===== config.mk =====
export PLATFORM = sky130hd
export DESIGN_NAME = cpp_fifo
export DESIGN_NICKNAME = d
export VERILOG_FILES = /design/src/design/cpp_pkg.sv /design/src/design/cpp_fifo.sv
export SDC_FILE = /design/constraint.sdc
export NUM_CORES = 1
export LEC_CHECK = 0
export BUFFER_PORTS_ARGS = -buffer_cell sky130_fd_sc_hd__buf_2
export CAP_MARGIN = 40
export CORE_AREA = 2 2 197 199
export CTS_CLUSTER_DIAMETER = 120
export DETAILED_ROUTE_END_ITERATION = 10
export DIE_AREA = 0 0 199 201
export HOLD_SLACK_MARGIN = 0.02
export REMOVE_ABC_BUFFERS = 1
export SYNTH_ARGS = -nofsm -noshare
export SYNTH_HDL_FRONTEND = slang
export SYNTH_SLANG_ARGS = --single-unit

===== constraint.sdc =====
create_clock -name clk -period 7.2 [get_ports clk]
set_input_delay 0.36 -clock clk [delete_from_list [all_inputs] [get_ports clk]]
set_output_delay 0.36 -clock clk [all_outputs]
set_load 0.005 [all_outputs]

===== src/design/cpp_pkg.sv =====
// Shared types, constants and helpers for the camera point projection block.
package cpp_pkg;

    localparam int SCREEN_WIDTH  = 640;
    localparam int SCREEN_HEIGHT = 480;

    localparam logic signed [15:0] CENTER_X = 16'(SCREEN_WIDTH / 2);
    localparam logic signed [15:0] CENTER_Y = 16'(SCREEN_HEIGHT / 2);

    localparam int XW = 36;       // yaw-rotated x and z
    localparam int ZW = 39;       // pitch-rotated y and depth
    localparam int NW = 56;       // numerator after fov scale
    localparam int QBITS = 17;    // quotient bits before saturation is certain
    localparam int DIV_STEPS = QBITS;

    typedef enum logic [2:0] {
        REG_CAMERA_X     = 3'd0,
        REG_CAMERA_Y     = 3'd1,
        REG_CAMERA_Z     = 3'd2,
        REG_YAW_COSINE   = 3'd3,
        REG_YAW_SINE     = 3'd4,
        REG_PITCH_COSINE = 3'd5,
        REG_PITCH_SINE   = 3'd6,
        REG_FIELD_OF_VIEW = 3'd7
    } reg_index_t;

    typedef struct packed {
        logic signed [31:0] camera_x;
        logic signed [31:0] camera_y;
        logic signed [31:0] camera_z;
        logic signed [15:0] yaw_cosine;
        logic signed [15:0] yaw_sine;
        logic signed [15:0] pitch_cosine;
        logic signed [15:0] pitch_sine;
        logic [15:0]        field_of_view;
    } cfg_t;

    typedef struct packed {
        logic signed [XW-1:0] xr;
        logic signed [ZW-1:0] yr;
        logic signed [ZW-1:0] zp;
    } item_t;

    typedef struct packed {
        logic              valid;
        logic              zero;
        logic              neg_x;
        logic              neg_y;
        logic              ov_x;
        logic              ov_y;
        logic [NW-1:0]     rem_x;
        logic [NW-1:0]     rem_y;
        logic [QBITS-1:0]  quo_x;
        logic [QBITS-1:0]  quo_y;
        logic [ZW-1:0]     den;
    } div_t;

    function automatic logic signed [15:0] sat16(input logic signed [QBITS+2:0] v);
        logic signed [15:0] r;
        if (v > (QBITS+3)'(32767))
            r = 16'sh7fff;
        else if (v < -(QBITS+3)'(32768))
            r = 16'sh8000;
        else
            r = v[15:0];
        return r;
    endfunction

    function automatic logic signed [15:0] place(
        input logic [QBITS-1:0] quo,
        input logic ov,
        input logic neg,
        input logic signed [15:0] center
    );
        logic [QBITS:0]            mag;
        logic signed [QBITS+2:0]   sv;
        mag = ov ? (QBITS+1)'(1) << QBITS : {1'b0, quo};
        sv  = neg ? -(QBITS+3)'(mag) : (QBITS+3)'(mag);
        return sat16(sv + (QBITS+3)'(center));
    endfunction

endpackage


===== src/design/cpp_fifo.sv =====
// Four-entry queue between the rotation front and the division back.
module cpp_fifo
    import cpp_pkg::*;
(
    input  logic  clk,
    input  logic  rst_n,
    input  logic  push,
    input  item_t push_item,
    input  logic  pop,
    output item_t pop_item,
    output logic  full,
    output logic  empty
);

    item_t      mem [4];
    logic [1:0] wr_ptr_reg, rd_ptr_reg;
    logic [2:0] count_reg;

    assign full     = count_reg == 3'd4;
    assign empty    = count_reg == 3'd0;
    assign pop_item = mem[rd_ptr_reg];

    always_ff @(posedge clk or negedge rst_n)
    begin
        if (!rst_n)
        begin
            wr_ptr_reg <= '0;
            rd_ptr_reg <= '0;
            count_reg  <= '0;
        end
        else
        begin
            if (push)
                wr_ptr_reg <= wr_ptr_reg + 2'd1;
            if (pop)
                rd_ptr_reg <= rd_ptr_reg + 2'd1;
            count_reg <= count_reg + 3'(push) - 3'(pop);
        end
    end

    always_ff @(posedge clk)
    begin
        if (push)
            mem[wr_ptr_reg] <= push_item;
    end

`ifndef SYNTH
    a_no_overflow: assert property (@(posedge clk) disable iff (!rst_n) !(push && full))
        else $error("queue write while full");
    a_no_underflow: assert property (@(posedge clk) disable iff (!rst_n) !(pop && empty))
        else $error("queue read while empty");
    a_count_range: assert property (@(posedge clk) disable iff (!rst_n) count_reg <= 3'd4)
        else $error("queue count out of range");
`endif

endmodule


==> flow_summary.toml <==
[run_status]
outcome = "finished clean"

[sta]
finalCritPeriodShare = 0.4589
maxSlewViolCount = 0
hold_viol = 0
rsz0062_at_grt = "no"
fin_skew_ps = 10.29
fin_tns_setup_ps = 0
finalCriticalPeriod_ps = 3304
worst_slew_pin_slew_ps = 804.3
slew_headroom = 0.4638
setup_slack_ps = 3896
fmax_ghz = 0.3026
setup_viol = 0

[hold_path]
min_from = "push"
min_path_type = "input port to flip-flop"

[grt]
grt_pass1_wl_um = 49970
grt_max_degree = 81
grt_pass1_vias = 8669
overflow = 0
track_usage = 0.1670
antenna_found_initial = 2

[critical_path]
crit-reg2reg-launch = "wr_ptr_reg[0]"
crit_slowest_cell = "dfrtp_4"
cp_data_arrival_time_ps = 2940
worst-path-buf-inv = 2
path_cells = "buf_12, mux4_2, buf_2"
slowest_delay_ps = 940
cp.required_ps = 6840
startpoint = "rd_ptr_reg[0]"
crit_family = "flip-flops"
endpoint_kind = "output port"
critPathKind = "flip-flop to output port"
cp_max_fo = 80
start_kind = "flip-flop"

[clocking]
clock_path_buffers = 3
path_clk_slew_ps = 60
cts_sinks = 463
cts_made_buffers = 47
post_cts_buffers = 0
clock_latency_ps = 550
hold_buffers = 116
htree_levels = 2
clockRootBuffer = "clkbuf_16"
cts_resized = 0
cts_tree = "done"

[floorplanning]
die_y_um = 201
die_w_um = 199
num_rows = 72
fp.coreArea_um2 = 38110
dieArea_um2 = 40000
start_util = 0.4411
io_pins = 234

[power]
p_per_area_nw_per_um2 = 384.7
max-vdd-ir-drop_mv = 0.3035
leakagePower_nw = 7.314

[yosys]
synth_seq_cells = 463
yosysUniqueCellTypes = 17
netlist_area_um2 = 16810
syn_inst = 630
yosysWarningCount = 0
avgSynthCellArea_um2 = 26.68
ys_seq_area_frac = 0.8250

[job]
cap_violations = 0

[finish]
final_nets = 1139
drive_gt1_frac = 0.4029
area_delta_synth_final_pct = 26.54
largest_register_ff_count = 456

[place]
dpl.hpwl_um = 18420
place_ws_ps = 4329
numPortBuffers = 233
place.gp.congestion = 0.6959

[route]
wire_per_inst_um = 20.42
dr.pass1.iters = 4
antenna_left = 0
drc = 0
wirelength_um = 31950
vias_per_cell = 5.031
vias = 7874
dr.first_iter.drc_count = 407
power by group:
part           internal [W]  switching, W  total [W]
clock               0.00141      0.000933    0.00234
combinational       0.00108       0.00104    0.00212
sequential          0.00353      0.000199    0.00373
total               0.00601       0.00217    0.00818
per-stage QoR:
stage | instances | util | cell area, µm² | power (W) | hold slack, ps
2_1_floorplan | 604 | - | 16650 | 0.005166 | 64.41
3_3_place_gp | 1364 | 0.4870 | 18560 | 0.005892 | 212.7
3_5_place_dp | 1367 | 0.4890 | 18630 | 0.005938 | 215.1
4_1_cts | 1563 | 0.5581 | 21270 | 0.008351 | 62.35
5_1_grt | 1564 | 0.5581 | 21270 | 0.008620 | 100.8
6_report | 1565 | 0.5582 | 21270 | 0.008182 | 98.12
cells in the mapped netlist:
| cell | n | area, µm² |
|---|---|---|
| mux4_2 | 114 | 2567 |
| clkbuf_1 | 5 | 18.77 |
| nand2_1 | 2 | 7.510 |
| xor2_1 | 2 | 17.52 |
| nor3_1 | 1 | 5.000 |
| buf_4 | 1 | 7.510 |
| ha_1 | 6 | 75.07 |
| and2_1 | 4 | 25.02 |
| edfxtp_1 | 456 | 13690 |
| inv_1 | 6 | 22.52 |
| o21ai_0 | 1 | 5.000 |
| buf_6 | 6 | 67.56 |
| fa_1 | 1 | 20.02 |
| xnor2_1 | 3 | 26.28 |
| and3_1 | 1 | 6.260 |
| buf_2 | 14 | 70.07 |
| dfrtp_1 | 7 | 175.2 |
kinds of logic (layout without fill, tap and decap cells):
logic type,after synthesis,after routing,synth area share
flip-flops,463,463,0.8250
adder cells (fa/ha/maj),7,7,0.005657
other,0,2,0
XOR/XNOR,5,5,0.002606
AO/OA/AOI/OAI,1,1,0.0002974
multiplexers,114,114,0.1527
AND/OR/NAND/NOR,8,8,0.002605
buffers and inverters,32,447,0.01109
cell type report:
class | count | area (µm²)
fillers | 2897 | 16840
inverters | 6 | 22.52
flip-flops and latches | 463 | 13880
clock inverters | 9 | 142.6
multi-input cells | 135 | 2765
diodes | 2 | 5.005
repair buffers | 361 | 2482
well taps | 518 | 648.1
clock buffers | 71 | 1329
worst paths after layout:
| check | cells after the start | slack, ps | to |
|---|---|---|---|
| min reg2reg | 1 | 530 | wr_ptr_reg[0] |
| min | 2 | 100 | wr_ptr_reg[0] |
| max in group asynchronous | 2 | 6830 | rd_ptr_reg[0] |
| max reg2reg | 4 | 4920 | mem[2][30] |
| max | 3 | 3900 | pop_item[93] |
| min in group asynchronous | 2 | 180 | count_reg[1] |
layout by cell type, fill, tap and decap left out, types with 3 or more instances in the layout:
cell / netlist / routed
edfxtp_1: 456 / 456
buf_2: 14 / 233
dlygate4sd3_1: 0 / 116
mux4_2: 114 / 114
clkbuf_16: 0 / 49
clkbuf_1: 5 / 20
buf_4: 1 / 8
inv_1: 6 / 6
ha_1: 6 / 6
dfrtp_1: 7 / 5
and2_4: 0 / 4
bufinv_16: 0 / 4
clkinv_1: 0 / 4
xnor2_1: 3 / 3
per-layer routing:
| metal | wire length, µm | vias to the layer above | share of wire | track usage |
|---|---|---|---|---|
| li1 | - | 3489 | - | - |
| met1 | 13570 | 4131 | 0.42 | 0.2218 |
| met2 | 15440 | 196 | 0.48 | 0.2666 |
| met3 | 2143 | 56 | 0.067 | 0.04788 |
| met4 | 786 | 2 | 0.025 | 0.05624 |
| met5 | 7 | - | 0.00022 | 0 |
No activity file was read; power rests on OpenSTA's default activity.
